**src/rtl/afpd_pkg.sv**
```systemverilog
package afpd_pkg;

   // Fixed configuration field widths
   localparam int RATIO_BITS    = 8;
   localparam int RISE_BITS     = 12;
   localparam int FALL_BITS     = 8;
   localparam int LEN_BITS      = 16;
   localparam int CSR_IDX_BITS  = 3;
   localparam int CSR_DATA_BITS = 24;
   localparam int DET_BITS      = 3;

   // Register indexes
   localparam logic [CSR_IDX_BITS-1:0] REG_RISE_RATIO     = 3'd0;
   localparam logic [CSR_IDX_BITS-1:0] REG_CONFIRM_LENGTH = 3'd1;
   localparam logic [CSR_IDX_BITS-1:0] REG_AVERAGE_LENGTH = 3'd2;
   localparam logic [CSR_IDX_BITS-1:0] REG_FALL_RATIO     = 3'd3;
   localparam logic [CSR_IDX_BITS-1:0] REG_PRESET_FLOOR   = 3'd4;
   localparam logic [CSR_IDX_BITS-1:0] REG_PRESET_COUNT   = 3'd5;

   // Register reset values
   localparam logic [RISE_BITS-1:0] RISE_RESET    = 12'd512;
   localparam logic [LEN_BITS-1:0]  CONFIRM_RESET = 16'd4;
   localparam logic [LEN_BITS-1:0]  AVERAGE_RESET = 16'd1024;
   localparam logic [FALL_BITS-1:0] FALL_RESET    = 8'd192;

   // Detection state codes
   localparam logic [DET_BITS-1:0] DET_BELOW   = 3'd0;
   localparam logic [DET_BITS-1:0] DET_ABOVE   = 3'd1;
   localparam logic [DET_BITS-1:0] DET_PEAK    = 3'd2;
   localparam logic [DET_BITS-1:0] DET_TRIGGER = 3'd3;
   localparam logic [DET_BITS-1:0] DET_POST    = 3'd4;

   // Controller to datapath commands
   typedef struct packed {
      logic accept;
      logic mul1;
      logic mul2;
      logic decide;
      logic div_step;
      logic finish;
   } afpd_cmd_type;

   // Datapath to controller status
   typedef struct packed {
      logic need_update;
   } afpd_status_type;

endpackage

```
**src/rtl/afpd_if.sv**
```systemverilog
interface afpd_req_if #(parameter int SAMPLE_BITS = 16);
   logic                   valid;
   logic                   ready;
   logic [SAMPLE_BITS-1:0] sample;
   modport source (output valid, output sample, input ready);
   modport sink   (input valid, input sample, output ready);
endinterface

interface afpd_rsp_if #(parameter int SAMPLE_BITS = 16, parameter int FRACTION_BITS = 8);
   logic                                   valid;
   logic                                   ready;
   logic [afpd_pkg::DET_BITS-1:0]          detect_state;
   logic [SAMPLE_BITS-1:0]                 peak_level;
   logic [SAMPLE_BITS+FRACTION_BITS-1:0]   floor_level;
   modport source (output valid, output detect_state, output peak_level,
                   output floor_level, input ready);
   modport sink   (input valid, input detect_state, input peak_level,
                   input floor_level, output ready);
endinterface

interface afpd_csr_if;
   logic                               valid;
   logic                               ready;
   logic [afpd_pkg::CSR_IDX_BITS-1:0]  index;
   logic [afpd_pkg::CSR_DATA_BITS-1:0] data;
   modport source (output valid, output index, output data, input ready);
   modport sink   (input valid, input index, input data, output ready);
endinterface

```
**src/rtl/adaptive_floor_peak_detector.sv**
```systemverilog
// Adaptive noise-floor peak detector. Each req item carries one magnitude
// sample; each rsp item returns the detection state (below, above, peak,
// trigger, post trigger), the held peak level and the noise floor after the
// sample, in SAMPLE_BITS.FRACTION_BITS fixed point. Items are taken one at a
// time; a sample that updates the floor also passes through the
// one-bit-per-cycle restoring divider that forms the running or exponential
// mean. A result waiting in the output register does not block the next
// sample; it only holds the delivery step of that sample. The csr port is
// always ready; write it only while no item is in flight. Writing the
// preset floor or count also loads the live floor state. Reset restores the
// configuration and detector state registers to their defaults.
module adaptive_floor_peak_detector #(
   parameter int SAMPLE_BITS   = 16,
   parameter int FRACTION_BITS = 8
) (
   input  logic          clock,
   input  logic          reset,
   afpd_req_if.sink      req_bus,
   afpd_rsp_if.source    rsp_bus,
   afpd_csr_if.sink      csr_bus
);

   afpd_pkg::afpd_cmd_type    cmd;
   afpd_pkg::afpd_status_type status;

   assign csr_bus.ready = 1'b1;

   afpd_ctrl #(
      .FLOOR_BITS (SAMPLE_BITS + FRACTION_BITS)
   ) u_ctrl (
      .clock     (clock),
      .reset     (reset),
      .req_valid (req_bus.valid),
      .req_ready (req_bus.ready),
      .rsp_valid (rsp_bus.valid),
      .rsp_ready (rsp_bus.ready),
      .status    (status),
      .cmd       (cmd)
   );

   afpd_dpath #(
      .SAMPLE_BITS   (SAMPLE_BITS),
      .FRACTION_BITS (FRACTION_BITS)
   ) u_dpath (
      .clock            (clock),
      .reset            (reset),
      .cmd              (cmd),
      .status           (status),
      .csr_write        (csr_bus.valid && csr_bus.ready),
      .csr_index        (csr_bus.index),
      .csr_data         (csr_bus.data),
      .req_sample       (req_bus.sample),
      .rsp_detect_state (rsp_bus.detect_state),
      .rsp_peak_level   (rsp_bus.peak_level),
      .rsp_floor_level  (rsp_bus.floor_level)
   );

`ifndef SYNTHESIS
   // Only one command per cycle
   a_cmd_exclusive: assert property (@(posedge clock) disable iff (reset)
      $onehot0(cmd))
      else $error("controller issued more than one command");

   // An accepted item starts the multiply step next cycle
   a_accept_mul: assert property (@(posedge clock)
      !reset && req_bus.valid && req_bus.ready |=> cmd.mul1)
      else $error("accepted item did not start processing");

   // Finishing an item presents a result
   a_finish_rsp: assert property (@(posedge clock)
      !reset && cmd.finish |=> rsp_bus.valid)
      else $error("finished item not presented");

   // Delivered state codes stay in the defined range
   a_state_range: assert property (@(posedge clock) disable iff (reset)
      rsp_bus.valid |-> rsp_bus.detect_state <= afpd_pkg::DET_POST)
      else $error("undefined detection state delivered");
`endif

endmodule

```
**src/rtl/afpd_ctrl.sv**
```systemverilog
module afpd_ctrl #(
   parameter int FLOOR_BITS = 24
) (
   input  logic                      clock,
   input  logic                      reset,
   input  logic                      req_valid,
   output logic                      req_ready,
   output logic                      rsp_valid,
   input  logic                      rsp_ready,
   input  afpd_pkg::afpd_status_type status,
   output afpd_pkg::afpd_cmd_type    cmd
);

   localparam int CNT_BITS = (FLOOR_BITS > 1) ? $clog2(FLOOR_BITS) : 1;

   typedef enum logic [5:0] {
      ST_IDLE   = 6'b000001,
      ST_MUL1   = 6'b000010,
      ST_MUL2   = 6'b000100,
      ST_DECIDE = 6'b001000,
      ST_DIV    = 6'b010000,
      ST_DONE   = 6'b100000
   } state_type;

   state_type           state_ff, state_in;
   logic [CNT_BITS-1:0] cnt_ff, cnt_in;
   logic                rsp_valid_ff, rsp_valid_in;
   logic                slot_free;

   assign slot_free = !rsp_valid_ff || rsp_ready;
   assign req_ready = (state_ff == ST_IDLE);
   assign rsp_valid = rsp_valid_ff;

   // Sequence one item: accept, multiply, multiply, decide, divide if the floor updates, deliver
   always_comb begin
      state_in     = state_ff;
      cnt_in       = cnt_ff;
      rsp_valid_in = rsp_valid_ff && !rsp_ready;
      cmd          = '0;
      unique case (state_ff)
         ST_IDLE: begin
            if (req_valid) begin
               cmd.accept = 1'b1;
               state_in   = ST_MUL1;
            end
         end
         ST_MUL1: begin
            cmd.mul1 = 1'b1;
            state_in = ST_MUL2;
         end
         ST_MUL2: begin
            cmd.mul2 = 1'b1;
            state_in = ST_DECIDE;
         end
         ST_DECIDE: begin
            cmd.decide = 1'b1;
            cnt_in     = CNT_BITS'(FLOOR_BITS - 1);
            state_in   = status.need_update ? ST_DIV : ST_DONE;
         end
         ST_DIV: begin
            cmd.div_step = 1'b1;
            cnt_in       = cnt_ff - 1'b1;
            if (cnt_ff == '0) begin
               state_in = ST_DONE;
            end
         end
         ST_DONE: begin
            if (slot_free) begin
               cmd.finish   = 1'b1;
               rsp_valid_in = 1'b1;
               state_in     = ST_IDLE;
            end
         end
         default: begin
            state_in = ST_IDLE;
         end
      endcase
   end

   always_ff @(posedge clock) begin
      if (reset) begin
         state_ff     <= ST_IDLE;
         cnt_ff       <= '0;
         rsp_valid_ff <= 1'b0;
      end else begin
         state_ff     <= state_in;
         cnt_ff       <= cnt_in;
         rsp_valid_ff <= rsp_valid_in;
      end
   end

endmodule

```
**src/rtl/afpd_dpath.sv**
```systemverilog
module afpd_dpath #(
   parameter int SAMPLE_BITS   = 16,
   parameter int FRACTION_BITS = 8
) (
   input  logic                                   clock,
   input  logic                                   reset,
   input  afpd_pkg::afpd_cmd_type                 cmd,
   output afpd_pkg::afpd_status_type              status,
   input  logic                                   csr_write,
   input  logic [afpd_pkg::CSR_IDX_BITS-1:0]      csr_index,
   input  logic [afpd_pkg::CSR_DATA_BITS-1:0]     csr_data,
   input  logic [SAMPLE_BITS-1:0]                 req_sample,
   output logic [afpd_pkg::DET_BITS-1:0]          rsp_detect_state,
   output logic [SAMPLE_BITS-1:0]                 rsp_peak_level,
   output logic [SAMPLE_BITS+FRACTION_BITS-1:0]   rsp_floor_level
);

   localparam int FLB      = SAMPLE_BITS + FRACTION_BITS;
   localparam int LB       = afpd_pkg::LEN_BITS;
   localparam int DIV_BITS = LB + 1;
   localparam int PR_BITS  = FLB + afpd_pkg::RISE_BITS;
   localparam int TH_BITS  = PR_BITS - afpd_pkg::RATIO_BITS;
   localparam int FM_BITS  = FLB + LB;
   localparam int NUM_BITS = FLB + DIV_BITS;
   localparam int SH_BITS  = FRACTION_BITS + afpd_pkg::RATIO_BITS;

   // Configuration registers
   logic [afpd_pkg::RISE_BITS-1:0] rise_ff;
   logic [LB-1:0]                  confirm_ff;
   logic [LB-1:0]                  length_ff;
   logic [afpd_pkg::FALL_BITS-1:0] fall_ff;

   // Detector state
   logic [afpd_pkg::DET_BITS-1:0] det_ff, det_in;
   logic [FLB-1:0]                floor_ff, floor_new;
   logic [LB-1:0]                 count_ff;
   logic [SAMPLE_BITS-1:0]        peak_ff, peak_in;
   logic [LB-1:0]                 cc_ff, cc_in;
   logic                          upd_ff;

   // Working registers
   logic [SAMPLE_BITS-1:0] sample_ff;
   logic [PR_BITS-1:0]     prod_r_ff;
   logic [FM_BITS-1:0]     prod_fm_ff;
   logic [DIV_BITS-1:0]    dvs_ff;
   logic [PR_BITS-1:0]     thr_fall_ff;
   logic [NUM_BITS-1:0]    num_ff;
   logic [DIV_BITS-1:0]    rem_ff, rem_in;
   logic [FLB-1:0]         quo_ff;

   logic [LB-1:0]       len_eff;
   logic                count_low;
   logic [LB-1:0]       m_val;
   logic [PR_BITS-1:0]  s_scaled;
   logic                above_rise, below_rearm, need_update;
   logic [TH_BITS-1:0]  thr;
   logic [DIV_BITS:0]   trial;
   logic                ge;

   // Averaging weight from the sample count
   assign len_eff   = (length_ff == '0) ? LB'(1) : length_ff;
   assign count_low = count_ff < len_eff;
   assign m_val     = count_low ? count_ff : len_eff - 1'b1;

   // Threshold compares
   assign s_scaled    = PR_BITS'(sample_ff) << SH_BITS;
   assign above_rise  = s_scaled > prod_r_ff;
   assign below_rearm = s_scaled < thr_fall_ff;
   assign thr         = prod_r_ff[PR_BITS-1:afpd_pkg::RATIO_BITS];

   // Next detection state
   always_comb begin
      det_in      = det_ff;
      peak_in     = peak_ff;
      cc_in       = cc_ff;
      need_update = 1'b0;
      case (det_ff)
         afpd_pkg::DET_ABOVE, afpd_pkg::DET_PEAK: begin
            cc_in = (det_ff == afpd_pkg::DET_PEAK) ? '0 : cc_ff;
            if (cc_in != '1) begin
               cc_in = cc_in + 1'b1;
            end
            if (sample_ff > peak_ff) begin
               det_in  = afpd_pkg::DET_PEAK;
               peak_in = sample_ff;
            end else if (cc_in >= confirm_ff) begin
               det_in = afpd_pkg::DET_TRIGGER;
            end else begin
               det_in = afpd_pkg::DET_ABOVE;
            end
         end
         afpd_pkg::DET_TRIGGER, afpd_pkg::DET_POST: begin
            det_in      = below_rearm ? afpd_pkg::DET_BELOW : afpd_pkg::DET_POST;
            need_update = 1'b1;
         end
         default: begin
            if (above_rise) begin
               det_in  = afpd_pkg::DET_PEAK;
               peak_in = sample_ff;
            end else begin
               det_in      = afpd_pkg::DET_BELOW;
               need_update = 1'b1;
            end
         end
      endcase
   end

   assign status.need_update = need_update;

   // One restoring division step
   assign trial  = {rem_ff, quo_ff[FLB-1]};
   assign ge     = trial >= {1'b0, dvs_ff};
   assign rem_in = ge ? DIV_BITS'(trial - {1'b0, dvs_ff}) : DIV_BITS'(trial);

   assign floor_new = upd_ff ? quo_ff : floor_ff;

   // Hold configuration and detector state
   always_ff @(posedge clock) begin
      if (reset) begin
         rise_ff    <= afpd_pkg::RISE_RESET;
         confirm_ff <= afpd_pkg::CONFIRM_RESET;
         length_ff  <= afpd_pkg::AVERAGE_RESET;
         fall_ff    <= afpd_pkg::FALL_RESET;
         det_ff     <= afpd_pkg::DET_BELOW;
         floor_ff   <= '0;
         count_ff   <= '0;
         peak_ff    <= '0;
         cc_ff      <= '0;
         upd_ff     <= 1'b0;
      end else begin
         if (csr_write) begin
            unique case (csr_index)
               afpd_pkg::REG_RISE_RATIO:
                  rise_ff <= csr_data[afpd_pkg::RISE_BITS-1:0];
               afpd_pkg::REG_CONFIRM_LENGTH:
                  confirm_ff <= csr_data[LB-1:0];
               afpd_pkg::REG_AVERAGE_LENGTH:
                  length_ff <= csr_data[LB-1:0];
               afpd_pkg::REG_FALL_RATIO:
                  fall_ff <= csr_data[afpd_pkg::FALL_BITS-1:0];
               afpd_pkg::REG_PRESET_FLOOR:
                  floor_ff <= FLB'(csr_data);
               afpd_pkg::REG_PRESET_COUNT:
                  count_ff <= csr_data[LB-1:0];
               default: begin
               end
            endcase
         end
         if (cmd.decide) begin
            det_ff  <= det_in;
            peak_ff <= peak_in;
            cc_ff   <= cc_in;
            upd_ff  <= need_update;
            if (need_update && count_low) begin
               count_ff <= count_ff + 1'b1;
            end
         end
         if (cmd.finish) begin
            floor_ff <= floor_new;
         end
      end
   end

   // Advance the arithmetic pipeline and divider
   always_ff @(posedge clock) begin
      if (cmd.accept) begin
         sample_ff <= req_sample;
      end
      if (cmd.mul1) begin
         prod_r_ff  <= floor_ff * rise_ff;
         prod_fm_ff <= floor_ff * m_val;
         dvs_ff     <= DIV_BITS'(m_val) + 1'b1;
      end
      if (cmd.mul2) begin
         thr_fall_ff <= thr * fall_ff;
         num_ff      <= NUM_BITS'(prod_fm_ff)
                      + (NUM_BITS'(sample_ff) << FRACTION_BITS)
                      + NUM_BITS'(dvs_ff[DIV_BITS-1:1]);
      end
      if (cmd.decide) begin
         rem_ff <= num_ff[NUM_BITS-1:FLB];
         quo_ff <= num_ff[FLB-1:0];
      end
      if (cmd.div_step) begin
         rem_ff <= rem_in;
         quo_ff <= {quo_ff[FLB-2:0], ge};
      end
      if (cmd.finish) begin
         rsp_detect_state <= det_ff;
         rsp_peak_level   <= peak_ff;
         rsp_floor_level  <= floor_new;
      end
   end

endmodule

```
**src/flat_wrapper.sv**
```systemverilog
// flat-port wrapper written by rule: the top's interface ports become plain ports
module adaptive_floor_peak_detector_flat 
#(
   parameter int SAMPLE_BITS   = 16,
   parameter int FRACTION_BITS = 8
)
  (clock, reset, req_bus_valid, req_bus_sample, req_bus_ready, rsp_bus_valid, rsp_bus_detect_state, rsp_bus_peak_level, rsp_bus_floor_level, rsp_bus_ready, csr_bus_valid, csr_bus_index, csr_bus_data, csr_bus_ready);
  afpd_req_if #(.SAMPLE_BITS(SAMPLE_BITS)) req_bus_i ();
  afpd_rsp_if #(.SAMPLE_BITS(SAMPLE_BITS), .FRACTION_BITS(FRACTION_BITS)) rsp_bus_i ();
  afpd_csr_if csr_bus_i ();
  input  logic clock;
  input  logic reset;
  input wire logic [$bits(req_bus_i.valid)-1:0] req_bus_valid;
  input wire logic [$bits(req_bus_i.sample)-1:0] req_bus_sample;
  output wire logic [$bits(req_bus_i.ready)-1:0] req_bus_ready;
  output wire logic [$bits(rsp_bus_i.valid)-1:0] rsp_bus_valid;
  output wire logic [$bits(rsp_bus_i.detect_state)-1:0] rsp_bus_detect_state;
  output wire logic [$bits(rsp_bus_i.peak_level)-1:0] rsp_bus_peak_level;
  output wire logic [$bits(rsp_bus_i.floor_level)-1:0] rsp_bus_floor_level;
  input wire logic [$bits(rsp_bus_i.ready)-1:0] rsp_bus_ready;
  input wire logic [$bits(csr_bus_i.valid)-1:0] csr_bus_valid;
  input wire logic [$bits(csr_bus_i.index)-1:0] csr_bus_index;
  input wire logic [$bits(csr_bus_i.data)-1:0] csr_bus_data;
  output wire logic [$bits(csr_bus_i.ready)-1:0] csr_bus_ready;
  assign req_bus_i.valid = req_bus_valid;
  assign req_bus_i.sample = req_bus_sample;
  assign req_bus_ready = req_bus_i.ready;
  assign rsp_bus_valid = rsp_bus_i.valid;
  assign rsp_bus_detect_state = rsp_bus_i.detect_state;
  assign rsp_bus_peak_level = rsp_bus_i.peak_level;
  assign rsp_bus_floor_level = rsp_bus_i.floor_level;
  assign rsp_bus_i.ready = rsp_bus_ready;
  assign csr_bus_i.valid = csr_bus_valid;
  assign csr_bus_i.index = csr_bus_index;
  assign csr_bus_i.data = csr_bus_data;
  assign csr_bus_ready = csr_bus_i.ready;
  adaptive_floor_peak_detector #(.SAMPLE_BITS(SAMPLE_BITS), .FRACTION_BITS(FRACTION_BITS)) u_core (.clock(clock), .reset(reset), .req_bus(req_bus_i), .rsp_bus(rsp_bus_i), .csr_bus(csr_bus_i));
endmodule
```
**config.mk**
```make
export PLATFORM = sky130hd
export DESIGN_NAME = adaptive_floor_peak_detector_flat
export DESIGN_NICKNAME = d
export VERILOG_FILES = /design/src/rtl/afpd_pkg.sv /design/src/rtl/afpd_if.sv /design/src/rtl/adaptive_floor_peak_detector.sv /design/src/rtl/afpd_ctrl.sv /design/src/rtl/afpd_dpath.sv /design/src/flat_wrapper.sv
export SDC_FILE = /design/constraint.sdc
export NUM_CORES = 2
export LEC_CHECK = 0
export BUFFER_PORTS_ARGS = -buffer_cell sky130_fd_sc_hd__buf_2
export CAP_MARGIN = 30
export CORE_MARGIN = 2
export CORE_UTILIZATION = 41
export DETAILED_ROUTE_END_ITERATION = 8
export PLACE_DENSITY = 0.55
export RECOVER_POWER = 50
export SLEW_MARGIN = 25
export SYNTH_ARGS = -nofsm -noshare
export SYNTH_HDL_FRONTEND = slang
export SYNTH_SLANG_ARGS = --single-unit
```
**constraint.sdc**
```tcl
create_clock -name clock -period 7.7 [get_ports clock]
set_input_delay 0.77 -clock clock [delete_from_list [all_inputs] [get_ports clock]]
set_output_delay 0.77 -clock clock [all_outputs]
set_load 0.03 [all_outputs]
```
==> summary.md <==
| Metric | Value |
|---|---|
| Number of cell rows | `126` |
| Post-synthesis cell area | `0.0484 sq mm` |
| Class of the worst hold path | `in2reg` |
| Slew HR | `-1.49` |
| Max Fclk | `0.126 GHz` |
| First-pass DRT Iterations | `5` |
| Seq pwr share | `0.391` |
| Final Cycle Share | `1.03` |
| Flip-flop and latch area | `0.0109 sq mm` |
| Iteration-0 DRC Markers | `2,553` |
| Switching pwr | `2.02 mW` |
| Setup CP Type | `reg2reg` |
| RSZ-0062 raised after global routing | `true` |
| Root Buffer | `clkbuf_16` |
| Synth Flop Type | `edfxtp_1` |
| Antenna diodes | `0` |
| Critical path arrival | `8.27 ns` |
| Initial antenna violation count | `5` |
| PwrDens | `116 mW/mm^2` |
| CP startpoint kind | `flop` |
| CP most frequent cell | `fa_1` |
| WP buf/inv | `8` |
| Status | `finished with violations` |
| Fin worst setup slack | `-0.235 ns` |
| CTS tree | `done` |
| Max IR drop VDD | `0.168 mV` |
| Syn-to-layout area delta | `15.0%` |
| Clk_skew | `0.0441 ns` |
| Worst-path fanout max | `6` |
| # H-tree levels | `2` |
| Worst-Margin Slew | `3.74 ns` |
| Async SR Flop Fraction | `0` |
| DP HPWL | `109,000 microns` |
| Total Power | `6.44 mW` |
| Final min period | `7.93 ns` |
| Clk_lat worst skew | `0.63 ns` |
| Gate power share | `0.237` |
| Syn nets | `6,346` |
| CP peak stage delay | `0.57 ns` |
| Final Routed Wirelength | `140,000 microns` |
| CP Capture Type | `flop` |
| Layout cell share with drive strength beyond 1 | `0.128` |
| TritonCTS Buffers | `49` |
| Full die area | `0.121 sq mm` |
| First-pass GRT wire length | `217,000 microns` |
| Maxcap violations | `8` |
| Leakage power | `24.8 nW` |
| Chip Width | `348 microns` |
| Register area share after synthesis | `0.225` |
| Clock Pin Slew Worst Setup and Hold Paths | `0.07 ns` |
| Vias in the first global route | `37,376` |
| Syn Area/Cell | `9.28 sq um` |
| Clock Power Share | `0.371` |
| DR vias | `36,901` |
| Fillers | `11,189` |
| Yosys reg bits | `410` |
| Multi-input gate area | `0.0345 sq mm` |
| Routed wire per std cell | `19.8 microns` |
| Sw Share | `0.314` |
| Ys Warns | `0` |
| Final hold violation count | `0` |
| Drt drc | `0` |
| Number of placed I/O pins | `94` |
| ANT nets after route | `0` |
| Largest net degree at the start of global routing | `74` |
| CP top delay family | `adder cells` |
| Core footprint | `0.118 sq mm` |
| Clk buf depth | `3` |
| Remaining Overflow, GRT | `0` |
| Total GRT Usage | `0.232` |
| Chip height | `348 microns` |
| Mapped Cells | `5,222` |
| Number of flops mapped to enable cells by yosys | `270` |
| Via/cell ratio | `5.24` |
| Failing checks | `max-capacitance violations, max-slew violations, negative setup slack` |
| Port Buf Inserts | `92` |
| # clock sinks | `410` |
| Starting Density | `0.412` |
| Finish-stage setup viols | `11` |
| Post-synthesis cell type count | `82` |
| Nets | `6,594` |
| DP Worst Slack | `-0.566 ns` |
| Routability cong. | `0.887` |
| Max-slew violations | `387` |
| Slowest cell on the critical path | `fa_1` |
| P_int | `4.42 mW` |
| Worst EP required | `8.04 ns` |
final cells by class:
type | count | area share
clock buffer | 57 | 0.0233
clock inverter | 33 | 0.00589
inverter | 838 | 0.0565
multi-input combinational | 3728 | 0.620
sequential | 410 | 0.196
tap | 1536 | 0.0345
timing repair buffer | 443 | 0.0636
synth_stat cells, types with 104 or more instances:
master    number  area (sq um)
ha_1         384          4800
a21oi_1      224          1120
nor2_1       213           800
o21ai_0      104           521
clkbuf_1     209           785
fa_1         692         13900
edfxtp_1     270          8110
inv_1        837          3140
nand2_1      889          3340
xnor2_1      131          1150
and2_1       355          2220
dfxtp_1      140          2800
final timing paths:
kind / endpoint / slack [ns] / depth (start not counted) / start
max: u_core.u_dpath.prod_fm_ff[38] / -0.23 / 32 / u_core.u_dpath.length_ff[9]
min: u_core.u_dpath.sample_ff[14] / 0.31 / 1 / req_bus_sample[14]
max reg2reg: u_core.u_dpath.prod_fm_ff[38] / -0.23 / 32 / u_core.u_dpath.length_ff[9]
min reg2reg: u_core.u_dpath.confirm_ff[10] / 0.45 / 2 / u_core.u_dpath.confirm_ff[10]
cells in the final DEF (no fill, tap or decap), types with 45 or more instances in the layout:
master     synthesis  final
edfxtp_1         270    270
mux2i_1           59     58
clkbuf_16          0     51
and2_1           355    340
nand2_1          889    858
o21ai_0          104     95
nor3_1            52     48
buf_2             27     45
inv_1            837    804
fa_1             692    681
a211oi_1          51     48
dfxtp_1          140    130
buf_4              2    275
nor2_1           213    203
xor2_1            55     52
clkbuf_1         209     59
a21oi_1          224    210
nand3_1           57     54
a21o_1            59     59
ha_1             384    361
xnor2_1          131    124
per-stage QoR:
step | setup TNS, ns | utilization | hold WS [ns] | cells | area (sq um)
floorplan | -0.00576 | - | 0.429 | 5222 | 48700
global placement | -5.44 | 0.445 | 0.444 | 6892 | 52400
detailed placement | -5.48 | 0.446 | 0.447 | 6894 | 52400
CTS | -0.451 | 0.464 | 0.281 | 6996 | 54500
global route | -5.11 | 0.474 | 0.289 | 7045 | 55700
finish | -1.05 | 0.474 | 0.310 | 7045 | 55700
power by group through the flow:
stage          clock network, mW  registers, mW  logic, mW
3_3_place_gp                   0           2.56       1.38
3_5_place_dp                   0           2.56       1.39
4_1_cts                     2.43           2.52       1.44
6_report                    2.39           2.52       1.53
2_1_floorplan                  0           2.51      0.931
5_1_grt                     2.50           2.52       1.69
timing repair:
| item | CTS | global route |
|---|---|---|
| pin swaps | 35 | 91 |
| endpoints found under the hold margin | 0 | 0 |
| endpoints found under the setup margin | 21 | 25 |
| setup buffers | 13 | 46 |
| gates cloned | 1 | 2 |
| gates resized for setup | 71 | 196 |
| hold buffers | 0 | 0 |
sequential cells by signal, indices dropped and copies added, names as in the netlist, 17 cells and up:
register                        count
u_core.u_dpath.floor_ff            24
u_core.u_dpath.rem_ff              17
u_core.u_dpath.dvs_ff              17
u_core.u_dpath.prod_fm_ff          40
u_core.u_dpath.num_ff              41
u_core.u_dpath.rsp_floor_level     24
u_core.u_dpath.thr_fall_ff         36
u_core.u_dpath.prod_r_ff           36
u_core.u_dpath.quo_ff              24
kinds of logic (layout without fill, tap and decap cells):
kind of cell    after synthesis  in the layout  share of synthesized area
simple gates               1757           1757                      0.170
buf+inv                    1085           1371                     0.0855
fa+ha+maj                  1076           1076                      0.385
compound gates              616            617                     0.0807
flops                       410            410                      0.225
xor+xnor                    186            186                     0.0336
mux                          91             91                     0.0197
other cells                   1              1                  0.0000774
metal layers:
layer,track usage,wire length (microns)
met1,0.327,62400
met2,0.377,65500
met3,0.0287,8190
met4,0.0591,3720
met5,0,18
(Power assumes the default switching activity.)
